`src/sv/btl_pkg.sv`:
```
// Shared types and codes for the bakery ticket lock.
`default_nettype none

package btl_pkg;

    // Request codes; the unused code behaves as a query.
    localparam logic [1:0] CMD_GET   = 2'd0;
    localparam logic [1:0] CMD_PUT   = 2'd1;
    localparam logic [1:0] CMD_QUERY = 2'd2;

    // Saturation value of the shared recursion count.
    localparam int unsigned REC_BITS = 16;
    localparam logic [REC_BITS-1:0] REC_MAX = {REC_BITS{1'b1}};

    // Result status codes.
    typedef enum logic [2:0] {
        ST_GRANTED   = 3'd0,
        ST_WAITING   = 3'd1,
        ST_RECURSIVE = 3'd2,
        ST_RELEASED  = 3'd3,
        ST_REC_DEC   = 3'd4,
        ST_FULL      = 3'd5,
        ST_OVERFLOW  = 3'd6
    } status_t;

    // Controller states.
    typedef enum logic [1:0] {
        S_IDLE,
        S_SCAN,
        S_DRAIN,
        S_DECIDE
    } ctrl_state_t;

    // Commands from the controller to the datapath.
    typedef struct packed {
        logic start;
        logic rd_en;
        logic commit;
    } ctrl_cmd_t;

    // Status from the datapath to the controller.
    typedef struct packed {
        logic out_free;
    } dp_status_t;

endpackage

`default_nettype wire

```
`src/sv/bakery_ticket_lock_core.sv`:
```
// Top level of the bakery ticket lock manager.
`default_nettype none

// Ticket lock manager: each get, put or query request produces one result
// transfer that reports the request status, the client's table slot and the
// current holder (lowest nonzero ticket, ties to the lower slot). A request is
// worked on in steps: the client table and the ticket store are walked one
// entry per cycle through their single read ports, then the read register is
// drained and the update is committed. The next request is taken as soon as
// the result has been loaded into the output register, even while that result
// still waits. A waiting result holds the commit of the next request until it
// leaves. All stores are empty after reset; no clearing pass is needed.
module bakery_ticket_lock_core #(
    parameter int MAX_CLIENTS = 16,
    parameter int TICKET_BITS = 16
) (
    input  wire logic        clk,
    input  wire logic        rst_n,
    input  wire logic        in_valid,
    output logic             in_stall,
    input  wire logic [1:0]  command,
    input  wire logic [31:0] client_id,
    output logic             out_valid,
    input  wire logic        out_stall,
    output logic [2:0]       status,
    output logic [3:0]       client_slot,
    output logic             holder_valid,
    output logic [3:0]       holder_slot,
    output logic             locked
);
    import btl_pkg::*;

    ctrl_cmd_t                     cmd;
    dp_status_t                    dp_stat;
    logic [$clog2(MAX_CLIENTS)-1:0] rd_addr;

    // Sequencer.
    btl_ctrl #(
        .MAX_CLIENTS (MAX_CLIENTS)
    ) u_ctrl (
        .clk      (clk),
        .rst_n    (rst_n),
        .in_valid (in_valid),
        .in_stall (in_stall),
        .cmd      (cmd),
        .rd_addr  (rd_addr),
        .dp_stat  (dp_stat)
    );

    // Tables and result logic.
    btl_datapath #(
        .MAX_CLIENTS (MAX_CLIENTS),
        .TICKET_BITS (TICKET_BITS)
    ) u_dp (
        .clk          (clk),
        .rst_n        (rst_n),
        .cmd          (cmd),
        .rd_addr      (rd_addr),
        .command      (command),
        .client_id    (client_id),
        .dp_stat      (dp_stat),
        .out_valid    (out_valid),
        .out_stall    (out_stall),
        .status       (status),
        .client_slot  (client_slot),
        .holder_valid (holder_valid),
        .holder_slot  (holder_slot),
        .locked       (locked)
    );

endmodule

`default_nettype wire

```
`src/sv/btl_ctrl.sv`:
```
// Controller state machine that sequences the table scan and the commit.
`default_nettype none

module btl_ctrl #(
    parameter int MAX_CLIENTS = 16
) (
    input  wire logic                         clk,
    input  wire logic                         rst_n,
    input  wire logic                         in_valid,
    output logic                              in_stall,
    output btl_pkg::ctrl_cmd_t                cmd,
    output logic [$clog2(MAX_CLIENTS)-1:0]    rd_addr,
    input  wire btl_pkg::dp_status_t          dp_stat
);
    import btl_pkg::*;

    localparam int IDX_W = $clog2(MAX_CLIENTS);
    localparam logic [IDX_W-1:0] LAST_IDX = IDX_W'(MAX_CLIENTS - 1);

    ctrl_state_t state_reg, state_next;
    logic [IDX_W-1:0] idx_reg, idx_next;

    // State and scan index registers.
    always_ff @(posedge clk or negedge rst_n)
    begin
        if (!rst_n)
        begin
            state_reg <= S_IDLE;
            idx_reg   <= '0;
        end
        else
        begin
            state_reg <= state_next;
            idx_reg   <= idx_next;
        end
    end

    // Next state and command decode.
    always_comb
    begin
        state_next = state_reg;
        idx_next   = idx_reg;
        cmd        = '0;
        in_stall   = 1'b1;
        rd_addr    = idx_reg;
        unique case (state_reg)
            S_IDLE:
            begin
                in_stall = 1'b0;
                if (in_valid)
                begin
                    cmd.start  = 1'b1;
                    idx_next   = '0;
                    state_next = S_SCAN;
                end
            end
            S_SCAN:
            begin
                cmd.rd_en = 1'b1;
                idx_next  = idx_reg + 1'b1;
                if (idx_reg == LAST_IDX)
                begin
                    idx_next   = '0;
                    state_next = S_DRAIN;
                end
            end
            S_DRAIN:
            begin
                state_next = S_DECIDE;
            end
            S_DECIDE:
            begin
                if (dp_stat.out_free)
                begin
                    cmd.commit = 1'b1;
                    state_next = S_IDLE;
                end
            end
            default:
            begin
                state_next = S_IDLE;
            end
        endcase
    end

endmodule

`default_nettype wire

```
`src/sv/btl_datapath.sv`:
```
// Client table, ticket store, scan accumulators and result register.
`default_nettype none

module btl_datapath #(
    parameter int MAX_CLIENTS = 16,
    parameter int TICKET_BITS = 16
) (
    input  wire logic                         clk,
    input  wire logic                         rst_n,
    input  wire btl_pkg::ctrl_cmd_t           cmd,
    input  wire logic [$clog2(MAX_CLIENTS)-1:0] rd_addr,
    input  wire logic [1:0]                   command,
    input  wire logic [31:0]                  client_id,
    output btl_pkg::dp_status_t               dp_stat,
    output logic                              out_valid,
    input  wire logic                         out_stall,
    output logic [2:0]                        status,
    output logic [3:0]                        client_slot,
    output logic                              holder_valid,
    output logic [3:0]                        holder_slot,
    output logic                              locked
);
    import btl_pkg::*;

    localparam int IDX_W = $clog2(MAX_CLIENTS);
    localparam int CNT_W = $clog2(MAX_CLIENTS + 1);
    localparam logic [CNT_W-1:0] FULL_CNT = CNT_W'(MAX_CLIENTS);
    localparam logic [TICKET_BITS-1:0] TICKET_MAX = {TICKET_BITS{1'b1}};

    // Storage.
    logic [31:0]          id_mem   [MAX_CLIENTS];
    logic [TICKET_BITS-1:0] tick_mem [MAX_CLIENTS];
    logic [MAX_CLIENTS-1:0] tick_vld_reg;
    logic [CNT_W-1:0]     id_count_reg;
    logic [REC_BITS-1:0]  rec_reg, rec_next;

    // Latched request.
    logic [1:0]  cmd_reg;
    logic [31:0] id_reg;

    // Read pipeline.
    logic [31:0]            id_rd_reg;
    logic [TICKET_BITS-1:0] tick_rd_reg;
    logic                   rd_vld_reg;
    logic [IDX_W-1:0]       rd_idx_reg;

    // Scan accumulators.
    logic                   match_reg, match_next;
    logic [IDX_W-1:0]       mslot_reg, mslot_next;
    logic                   mnz_reg, mnz_next;
    logic [TICKET_BITS-1:0] max_reg, max_next;
    logic                   all_fnd_reg, all_fnd_next;
    logic [IDX_W-1:0]       all_slot_reg, all_slot_next;
    logic [TICKET_BITS-1:0] all_t_reg, all_t_next;
    logic                   exc_fnd_reg, exc_fnd_next;
    logic [IDX_W-1:0]       exc_slot_reg, exc_slot_next;
    logic [TICKET_BITS-1:0] exc_t_reg, exc_t_next;

    // Result register.
    logic             out_vld_reg;
    logic [2:0]       status_reg;
    logic [3:0]       cslot_reg;
    logic             hv_reg;
    logic [3:0]       hslot_reg;

    // Decision signals.
    logic                   is_match_now;
    logic [TICKET_BITS-1:0] tv;
    logic [IDX_W-1:0]       slot_sel;
    logic                   tbl_full;
    logic                   add_id;
    logic                   tick_we;
    logic [TICKET_BITS-1:0] tick_wdata;
    status_t                st_d;
    logic                   cslot_zero;
    logic                   hv_d;
    logic [IDX_W-1:0]       hs_d;
    logic [IDX_W+3:0]       cslot_ext;
    logic [IDX_W+3:0]       hslot_ext;

    // Request capture.
    always_ff @(posedge clk)
    begin
        if (cmd.start)
        begin
            cmd_reg <= command;
            id_reg  <= client_id;
        end
    end

    // Memory writes and registered reads.
    always_ff @(posedge clk)
    begin
        if (cmd.commit && add_id)
        begin
            id_mem[slot_sel] <= id_reg;
        end
        if (cmd.commit && tick_we)
        begin
            tick_mem[slot_sel] <= tick_wdata;
        end
        if (cmd.rd_en)
        begin
            id_rd_reg   <= id_mem[rd_addr];
            tick_rd_reg <= tick_mem[rd_addr];
        end
    end

    // Read pipeline control and persistent state.
    always_ff @(posedge clk or negedge rst_n)
    begin
        if (!rst_n)
        begin
            rd_vld_reg   <= 1'b0;
            rd_idx_reg   <= '0;
            tick_vld_reg <= '0;
            id_count_reg <= '0;
            rec_reg      <= '0;
        end
        else
        begin
            rd_vld_reg <= cmd.rd_en;
            rd_idx_reg <= rd_addr;
            if (cmd.commit)
            begin
                rec_reg <= rec_next;
                if (add_id)
                begin
                    id_count_reg <= id_count_reg + 1'b1;
                end
                if (tick_we)
                begin
                    tick_vld_reg[slot_sel] <= 1'b1;
                end
            end
        end
    end

    // Per-entry evaluation of the scan.
    always_comb
    begin
        tv            = tick_vld_reg[rd_idx_reg] ? tick_rd_reg : '0;
        is_match_now  = (CNT_W'(rd_idx_reg) < id_count_reg) && (id_rd_reg == id_reg);
        match_next    = match_reg;
        mslot_next    = mslot_reg;
        mnz_next      = mnz_reg;
        max_next      = max_reg;
        all_fnd_next  = all_fnd_reg;
        all_slot_next = all_slot_reg;
        all_t_next    = all_t_reg;
        exc_fnd_next  = exc_fnd_reg;
        exc_slot_next = exc_slot_reg;
        exc_t_next    = exc_t_reg;
        if (cmd.start)
        begin
            match_next   = 1'b0;
            mnz_next     = 1'b0;
            max_next     = '0;
            all_fnd_next = 1'b0;
            exc_fnd_next = 1'b0;
        end
        else if (rd_vld_reg)
        begin
            if (is_match_now)
            begin
                match_next = 1'b1;
                mslot_next = rd_idx_reg;
                mnz_next   = (tv != '0);
            end
            if (tv > max_reg)
            begin
                max_next = tv;
            end
            if ((tv != '0) && (!all_fnd_reg || (tv < all_t_reg)))
            begin
                all_fnd_next  = 1'b1;
                all_slot_next = rd_idx_reg;
                all_t_next    = tv;
            end
            if (!is_match_now && (tv != '0) && (!exc_fnd_reg || (tv < exc_t_reg)))
            begin
                exc_fnd_next  = 1'b1;
                exc_slot_next = rd_idx_reg;
                exc_t_next    = tv;
            end
        end
    end

    always_ff @(posedge clk or negedge rst_n)
    begin
        if (!rst_n)
        begin
            match_reg   <= 1'b0;
            mnz_reg     <= 1'b0;
            all_fnd_reg <= 1'b0;
            exc_fnd_reg <= 1'b0;
        end
        else
        begin
            match_reg   <= match_next;
            mnz_reg     <= mnz_next;
            all_fnd_reg <= all_fnd_next;
            exc_fnd_reg <= exc_fnd_next;
        end
    end

    always_ff @(posedge clk)
    begin
        mslot_reg    <= mslot_next;
        max_reg      <= max_next;
        all_slot_reg <= all_slot_next;
        all_t_reg    <= all_t_next;
        exc_slot_reg <= exc_slot_next;
        exc_t_reg    <= exc_t_next;
    end

    // Request decision from the finished scan.
    always_comb
    begin
        slot_sel   = match_reg ? mslot_reg : id_count_reg[IDX_W-1:0];
        tbl_full   = !match_reg && (id_count_reg == FULL_CNT);
        add_id     = 1'b0;
        tick_we    = 1'b0;
        tick_wdata = '0;
        rec_next   = rec_reg;
        st_d       = ST_GRANTED;
        cslot_zero = 1'b1;
        hv_d       = all_fnd_reg;
        hs_d       = all_slot_reg;
        case (cmd_reg)
            CMD_GET:
            begin
                if (tbl_full)
                begin
                    st_d = ST_FULL;
                end
                else
                begin
                    add_id     = !match_reg;
                    cslot_zero = 1'b0;
                    if (match_reg && mnz_reg)
                    begin
                        if (rec_reg != REC_MAX)
                        begin
                            rec_next = rec_reg + 1'b1;
                        end
                        st_d = ST_RECURSIVE;
                    end
                    else if (max_reg == TICKET_MAX)
                    begin
                        st_d = ST_OVERFLOW;
                    end
                    else
                    begin
                        // The new ticket is above every other one.
                        tick_we    = 1'b1;
                        tick_wdata = max_reg + 1'b1;
                        if (all_fnd_reg)
                        begin
                            st_d = ST_WAITING;
                        end
                        else
                        begin
                            st_d = ST_GRANTED;
                            hv_d = 1'b1;
                            hs_d = slot_sel;
                        end
                    end
                end
            end
            CMD_PUT:
            begin
                if (tbl_full)
                begin
                    st_d = ST_FULL;
                end
                else
                begin
                    add_id     = !match_reg;
                    cslot_zero = 1'b0;
                    if (rec_reg != '0)
                    begin
                        rec_next = rec_reg - 1'b1;
                        st_d     = ST_REC_DEC;
                    end
                    else
                    begin
                        // The client's own ticket leaves the holder search.
                        tick_we    = 1'b1;
                        tick_wdata = '0;
                        st_d       = ST_RELEASED;
                        hv_d       = exc_fnd_reg;
                        hs_d       = exc_slot_reg;
                    end
                end
            end
            default:
            begin
                st_d = ST_GRANTED;
            end
        endcase
        cslot_ext = {4'b0000, (cslot_zero ? {IDX_W{1'b0}} : slot_sel)};
        hslot_ext = {4'b0000, (hv_d ? hs_d : {IDX_W{1'b0}})};
    end

    // Result register.
    always_ff @(posedge clk or negedge rst_n)
    begin
        if (!rst_n)
        begin
            out_vld_reg <= 1'b0;
        end
        else if (cmd.commit)
        begin
            out_vld_reg <= 1'b1;
        end
        else if (!out_stall)
        begin
            out_vld_reg <= 1'b0;
        end
    end

    always_ff @(posedge clk)
    begin
        if (cmd.commit)
        begin
            status_reg <= st_d;
            cslot_reg  <= cslot_ext[3:0];
            hv_reg     <= hv_d;
            hslot_reg  <= hslot_ext[3:0];
        end
    end

    assign dp_stat.out_free = !out_vld_reg || !out_stall;
    assign out_valid        = out_vld_reg;
    assign status           = status_reg;
    assign client_slot      = cslot_reg;
    assign holder_valid     = hv_reg;
    assign holder_slot      = hslot_reg;
    assign locked           = hv_reg;

endmodule

`default_nettype wire

```
`config.mk`:
```
export PLATFORM = sky130hd
export DESIGN_NAME = bakery_ticket_lock_core
export DESIGN_NICKNAME = d
export VERILOG_FILES = /design/src/sv/btl_pkg.sv /design/src/sv/bakery_ticket_lock_core.sv /design/src/sv/btl_ctrl.sv /design/src/sv/btl_datapath.sv
export SDC_FILE = /design/constraint.sdc
export NUM_CORES = 1
export LEC_CHECK = 0
export BUFFER_PORTS_ARGS = -buffer_cell sky130_fd_sc_hd__buf_4
export CAP_MARGIN = 30
export CORE_AREA = 2 2 259 261
export DETAILED_ROUTE_END_ITERATION = 6
export DIE_AREA = 0 0 261 263
export PLACE_DENSITY = 0.86
export SLEW_MARGIN = 5
export SYNTH_ARGS = -nofsm -noshare
export SYNTH_HDL_FRONTEND = slang
export SYNTH_SLANG_ARGS = --single-unit
```
`constraint.sdc`:
```
create_clock -name clk -period 6.33 [get_ports clk]
set_clock_uncertainty 0.05 [all_clocks]
set_input_delay 1.266 -clock clk [delete_from_list [all_inputs] [get_ports clk]]
set_output_delay 1.266 -clock clk [all_outputs]
set_load 0.05 [all_outputs]
```
Word-level counts from Yosys, hierarchy flattened

Memories as Yosys holds them, arrays and structs flattened. A register that Yosys moved wholly into a read port is not among the register bits.
Index checks and enable logic that the tools add are counted.

Word-level logic and storage cells: 176
Memory bits (writable): 768
Memories: 2
Output and inout port bits: 15
Bits in registers: 159

Memory list:

| name          | depth | bits a word | read ports | clocked after memory_dff | write ports | RTL line           | text |
|---|---|---|---|---|---|---|---|
| u_dp.id_mem   | 16    | 32          | 1          | 1                        | 1           | btl_datapath.sv:31 | `logic [31:0] id_mem [MAX_CLIENTS];` |
| u_dp.tick_mem | 16    | 16          | 1          | 1                        | 1           | btl_datapath.sv:32 | `logic [TICKET_BITS-1:0] tick_mem [MAX_CLIENTS];` |

$lt $le $gt $ge: 7
Bitwise gates (word level): 2
Equal/unequal tests: 18
Mux-type cells: 77
$add $sub $neg: 5
Reductions and logical operators: 41

Operators with widths:

| operator                                                   | number |
|---|---|
| 2-to-1 mux 16 bit                                          | 10 |
| 2-to-1 mux 1 bit                                           | 41 |
| 2-to-1 mux 4 bit                                           | 9 |
| adder 16 x 1 -> 16 bit, second input constant              | 2 |
| == test 32 bit                                             | 1 |
| less-than comparator 16 bit                                | 2 |
| one-hot mux 16 bit (2 select lines)                        | 1 |
| nonzero test 16 bit                                        | 2 |
| == test 16 bit, second input constant                      | 1 |
| > comparator 16 bit                                        | 1 |
| inequality test 16 bit, second input constant              | 1 |
| bitwise OR 16 bit                                          | 1 |
| one-hot mux 4 bit (2 select lines)                         | 2 |
| subtractor 16 x 1 -> 16 bit, second input constant         | 1 |
| 2-to-1 mux 3 bit                                           | 5 |
| AND reduction 2 bit                                        | 7 |
| AND reduction 3 bit                                        | 4 |
| nonzero test 2 bit                                         | 6 |
| less-than comparator 4 x 5 -> 1 bit, second input constant | 2 |
| inequality test 2 x 1 -> 1 bit, second input constant      | 5 |
| logical AND 1 bit                                          | 9 |
| inequality test 2 bit, second input constant               | 4 |
| one-hot mux 2 bit (4 select lines)                         | 1 |
| AND reduction 7 bit                                        | 1 |
| 18 further kinds                                           | 31 |

Longest topological paths before layout

Depth after elaboration: 9
Depth in mapped cells: 16
Depth with buffers taken out: 12

Modules after synthesis

Synthesis repeated with hierarchy kept, for this count alone.

Cells, all modules: 1941
Area, all modules: 39097.5 µm²

By module, submodules not included:

| module       | instances | cells an instance | area each (µm²) | seq. area each (µm²) |
|---|---|---|---|---|
| btl_datapath | 1         | 1900              | 38688.4         | 28702.5 |
| btl_ctrl     | 1         | 41                | 409.1           | 150.1 |

Worst setup path after synthesis

OpenSTA, ideal clock, no wires.

Path type: input to register
From: in out_stall
To: mem u_dp.id_mem[4][0], enable pin
Setup slack: 1.553 ns
Data arrival time: 4.306 ns
Cell stages on the path: 6
Required time: 5.859 ns
Library setup time: 0.421 ns
Path through: nand2_1 -> and2_1 -> nand2b_1 -> a311oi_1 -> nand2b_1 -> nor2_1

RTL lines:

| element            | RTL line                      | text |
|---|---|---|
| start: declaration | bakery_ticket_lock_core.sv:24 | `input wire logic out_stall,` |
| end: declaration   | btl_datapath.sv:31            |  |

Worst setup path after layout

From: reg u_dp.rd_idx_reg[0]
To: reg u_dp.max_reg[7]

Word-level cells in the longest chain between the ends: 5

Ends and longest elaborated chain:

| element                                | RTL line            | text |
|---|---|---|
| start: declaration                     | btl_datapath.sv:45  | `logic [IDX_W-1:0] rd_idx_reg;` |
| start signal: assignment               | btl_datapath.sv:123 | `rd_idx_reg <= rd_addr;` |
| binary-select mux 1 bit (select 4 bit) | btl_datapath.sv:142 | `tv = tick_vld_reg[rd_idx_reg] ? tick_rd_reg : '0;` |
| 2-to-1 mux 1 bit (not written as such) | btl_datapath.sv:142 |  |
| 2-to-1 mux 16 bit                      | btl_datapath.sv:142 |  |
| via u_dp.tv[9]                         | btl_datapath.sv:68  | `logic [TICKET_BITS-1:0] tv;` |
| > comparator 16 bit                    | btl_datapath.sv:170 | `if (tv > max_reg)` |
| AND reduction 2 bit (no line)          | n/a                 |  |
| end signal: assignment                 | btl_datapath.sv:210 | `max_reg <= max_next;` |
| end: declaration                       | btl_datapath.sv:51  | `logic [TICKET_BITS-1:0] max_reg, max_next;` |

The timed path passes the listed nets, and every way through them passes these cells. The select of a mux whose other input is x is not followed.
A chain may end at the register's enable or synchronous reset.

==> flow_metrics.py <==
metrics = {
    "status": {
        "status": "finished clean",
    },
    "drt": {
        "routedWlPerCell_um": 32.6,
        "detail_route.vias_per_cell": 6.90,
        "postRouteAntennaNets": 0,
        "drc_errors": 0,
        "wl_mm": 99.3,
        "drtIter0Drc": 3408,
        "drtPass1Iterations": 6,
        "vias": 21000,
    },
    "sta": {
        "slew_viol_final": 0,
        "period_share": 0.756,
        "period_needed_ns": 4.79,
        "final_hold_viol_count": 0,
        "slew_headroom": 0.263,
        "hold_slack_ns": 0.426,
        "rsz0062_at_grt": "no",
        "setup_ws_ns": 1.54,
        "setup_viol": 0,
        "worst_pin_slew_ns": 1.10,
        "max_freq_ghz": 0.209,
        "fin_tns_setup_ns": 0,
    },
    "floorplanning": {
        "row_count": 94,
        "design.core.area_mm2": 0.0656,
        "die_h_um": 263,
        "die-width_um": 261,
        "start_util": 0.597,
        "die_area_mm2": 0.0686,
        "ios": 53,
    },
    "power_and_ir_drop": {
        "leakage_nw": 15.1,
        "p_total_mw": 18.6,
        "pwr_density_cell_mw_per_mm2": 421,
        "ir_drop_mv": 0.295,
    },
    "finish": {
        "largest_reg_flops": 512,
        "drive_above_1_share": 0.243,
        "area_growth_pct": 13.1,
        "finalNetCount": 2212,
        "nFillCells": 3718,
        "top_register": "u_dp.id_mem",
        "top_regs": "u_dp.id_mem: 512 flops, u_dp.tick_mem: 256 flops",
    },
    "cts": {
        "cts_tree": "built",
        "cts_setup_buffers": 0,
        "root_buffer": "clkbuf_16",
        "cts_max_path_buffers": 3,
        "ctsHoldBuffers": 0,
        "clk_latency_ns": 0.68,
        "clock_sinks": 975,
        "path_clk_slew_ns": 0.07,
        "h-tree-depth": 3,
        "cts_buffers": 94,
        "post_cts_resized": 0,
    },
    "worst_setup_path": {
        "max_stage_delay_ns": 0.74,
        "critPathKind": "flop to flop",
        "required_ns": 6.85,
        "worst_setup_path_end_kind": "flop",
        "crit_fanout": 15,
        "critPathLaunchType": "flop",
        "crit_chain": "mux4_1, mux2i_1, mux2i_1, buf_4, and2_1, ha_1, a21oi_1, o211ai_1, a211oi_1, o31ai_1, o21ai_0, a41o_1, mux2i_1",
        "timing.critical_path.arrival_ns": 5.30,
        "crit_top_cell": "mux2i_1",
        "cp_slowest_cell": "a41o_1",
    },
    "synthesis": {
        "synth_area_leaders": "edfxtp_1 69%, mux4_2 14%, dfrtp_1 3.4%",
        "synth-seq-cells": 975,
        "synth.net_count": 2083,
        "synth_warnings": 0,
        "yosysTopAreaCell": "edfxtp_1",
        "synthDistinctLibCells": 71,
        "ys_seq_area_frac": 0.736,
        "async_flop_share": 0.0544,
        "synth_top_area_share": 0.694,
        "synthCells": 1975,
        "synth_edf_count": 906,
        "ys.flop_type": "edfxtp_1",
        "synth.avg_cell_area_um2": 19.8,
        "synthesis.area_mm2": 0.0392,
    },
    "global_routing": {
        "grt_max_degree": 76,
        "grt_pass1_wl_mm": 145,
        "grt_pass1_vias": 21200,
        "grt_usage": 0.294,
        "antenna_found_initial": 3,
        "gr-total-overflow": 0,
    },
    "place": {
        "gp_congestion": 0.852,
        "dp_slack_ns": 1.38,
        "dp_hpwl_mm": 52.7,
        "port_buffers": 52,
    },
    "run": {
        "maxCapViolCount": 0,
    },
    "min_path": {
        "hold_path_class": "flop to flop",
    },
}
per-stage QoR:
stage	cells	utilization	cell area, µm²
6_report	3048	0.675	44300
3_3_place_gp	2849	0.622	40800
5_1_grt	3047	0.675	44300
4_1_cts	3035	0.673	44200
2_1_floorplan	1975	-	39200
3_5_place_dp	2860	0.625	41000
cell usage after synthesis (4+ instances only):
library cell	number
buf_2	5
o21ai_0	28
ha_1	69
a21o_1	15
nor2_1	80
xor2_1	13
a21oi_1	25
nor2b_1	7
mux4_1	4
dfxtp_1	16
nand4_1	21
and3_1	6
nand2b_1	8
dfrtp_1	53
mux2i_1	37
inv_1	68
edfxtp_1	906
nor4_1	12
nand2_1	82
o211ai_1	4
a31oi_1	6
and2_1	17
buf_1	21
nor3_1	14
nand3_2	4
mux4_2	240
clkbuf_1	51
o21ai_1	6
nand3_1	21
o21bai_1	19
xnor2_1	55
and4_1	4
final timing paths:
kind                       slack [ns]                    to                  from  depth (start not counted)
setup / recovery                 1.54       u_dp.max_reg[7]    u_dp.rd_idx_reg[0]                         13
setup reg to reg                 1.54       u_dp.max_reg[7]    u_dp.rd_idx_reg[0]                         13
hold / removal                   0.43  u_dp.tick_vld_reg[7]  u_dp.tick_vld_reg[7]                          1
min in group asynchronous        0.62        u_dp.out_valid                 rst_n                          1
max in group asynchronous        5.09     u_ctrl.rd_addr[1]                 rst_n                          1
hold reg to reg                  0.43  u_dp.tick_vld_reg[7]  u_dp.tick_vld_reg[7]                          1
cell families (layout without fill, tap and decap cells):
group | Yosys count | after routing | synth area share
flops | 975 | 975 | 0.736
simple gates | 287 | 287 | 0.0356
mux | 281 | 281 | 0.150
xor+xnor | 68 | 68 | 0.0152
fa+ha+maj | 72 | 72 | 0.0231
buf+inv | 151 | 359 | 0.0155
other cells | 0 | 1 | 0
compound gates | 141 | 141 | 0.0244
layer usage:
layer / share of wire / global-route usage
met1: 0.36 / 0.409
met2: 0.49 / 0.471
met3: 0.11 / 0.0579
met4: 0.039 / 0.105
met5: 0 / 0
cell type report:
| class | count | area [µm²] | share of cell area |
|---|---|---|---|
| flip-flops and latches | 975 | 28900 | 0.651 |
| multi-input cells | 849 | 9860 | 0.223 |
| clock buffers | 117 | 2540 | 0.0574 |
| well taps | 864 | 1080 | 0.0244 |
| repair buffers | 114 | 1060 | 0.0239 |
| clock inverters | 58 | 633 | 0.0143 |
| inverters | 70 | 265 | 0.00599 |
| diodes | 1 | 2.50 | 0.0000565 |
critical path, delay by kind of cell (launching register included):
family,cells,cell delay [ns]
simple gates,1,0.27
fa+ha+maj,1,0.29
buf+inv,1,0.29
mux,4,1.47
flops,1,0.49
compound gates,6,1.83
layout by cell type (no fill, tap or decap), types with 21 or more instances in the layout:
master,instances
inv_1,67
dfrtp_1,49
xnor2_1,55
clkbuf_16,98
o21ai_0,28
clkinv_2,21
nand2_1,82
mux4_2,240
buf_4,95
edfxtp_1,906
a21oi_1,25
ha_1,68
nand4_1,21
nand3_1,21
mux2i_1,37
nor2_1,64
power breakdown:
part | internal [mW] | switching (mW)
registers | 7.78 | 0.692
clock network | 3.32 | 2.49
logic | 2.02 | 2.33
total | 13.1 | 5.52
Note: power is estimated with default switching activity, not from simulation.
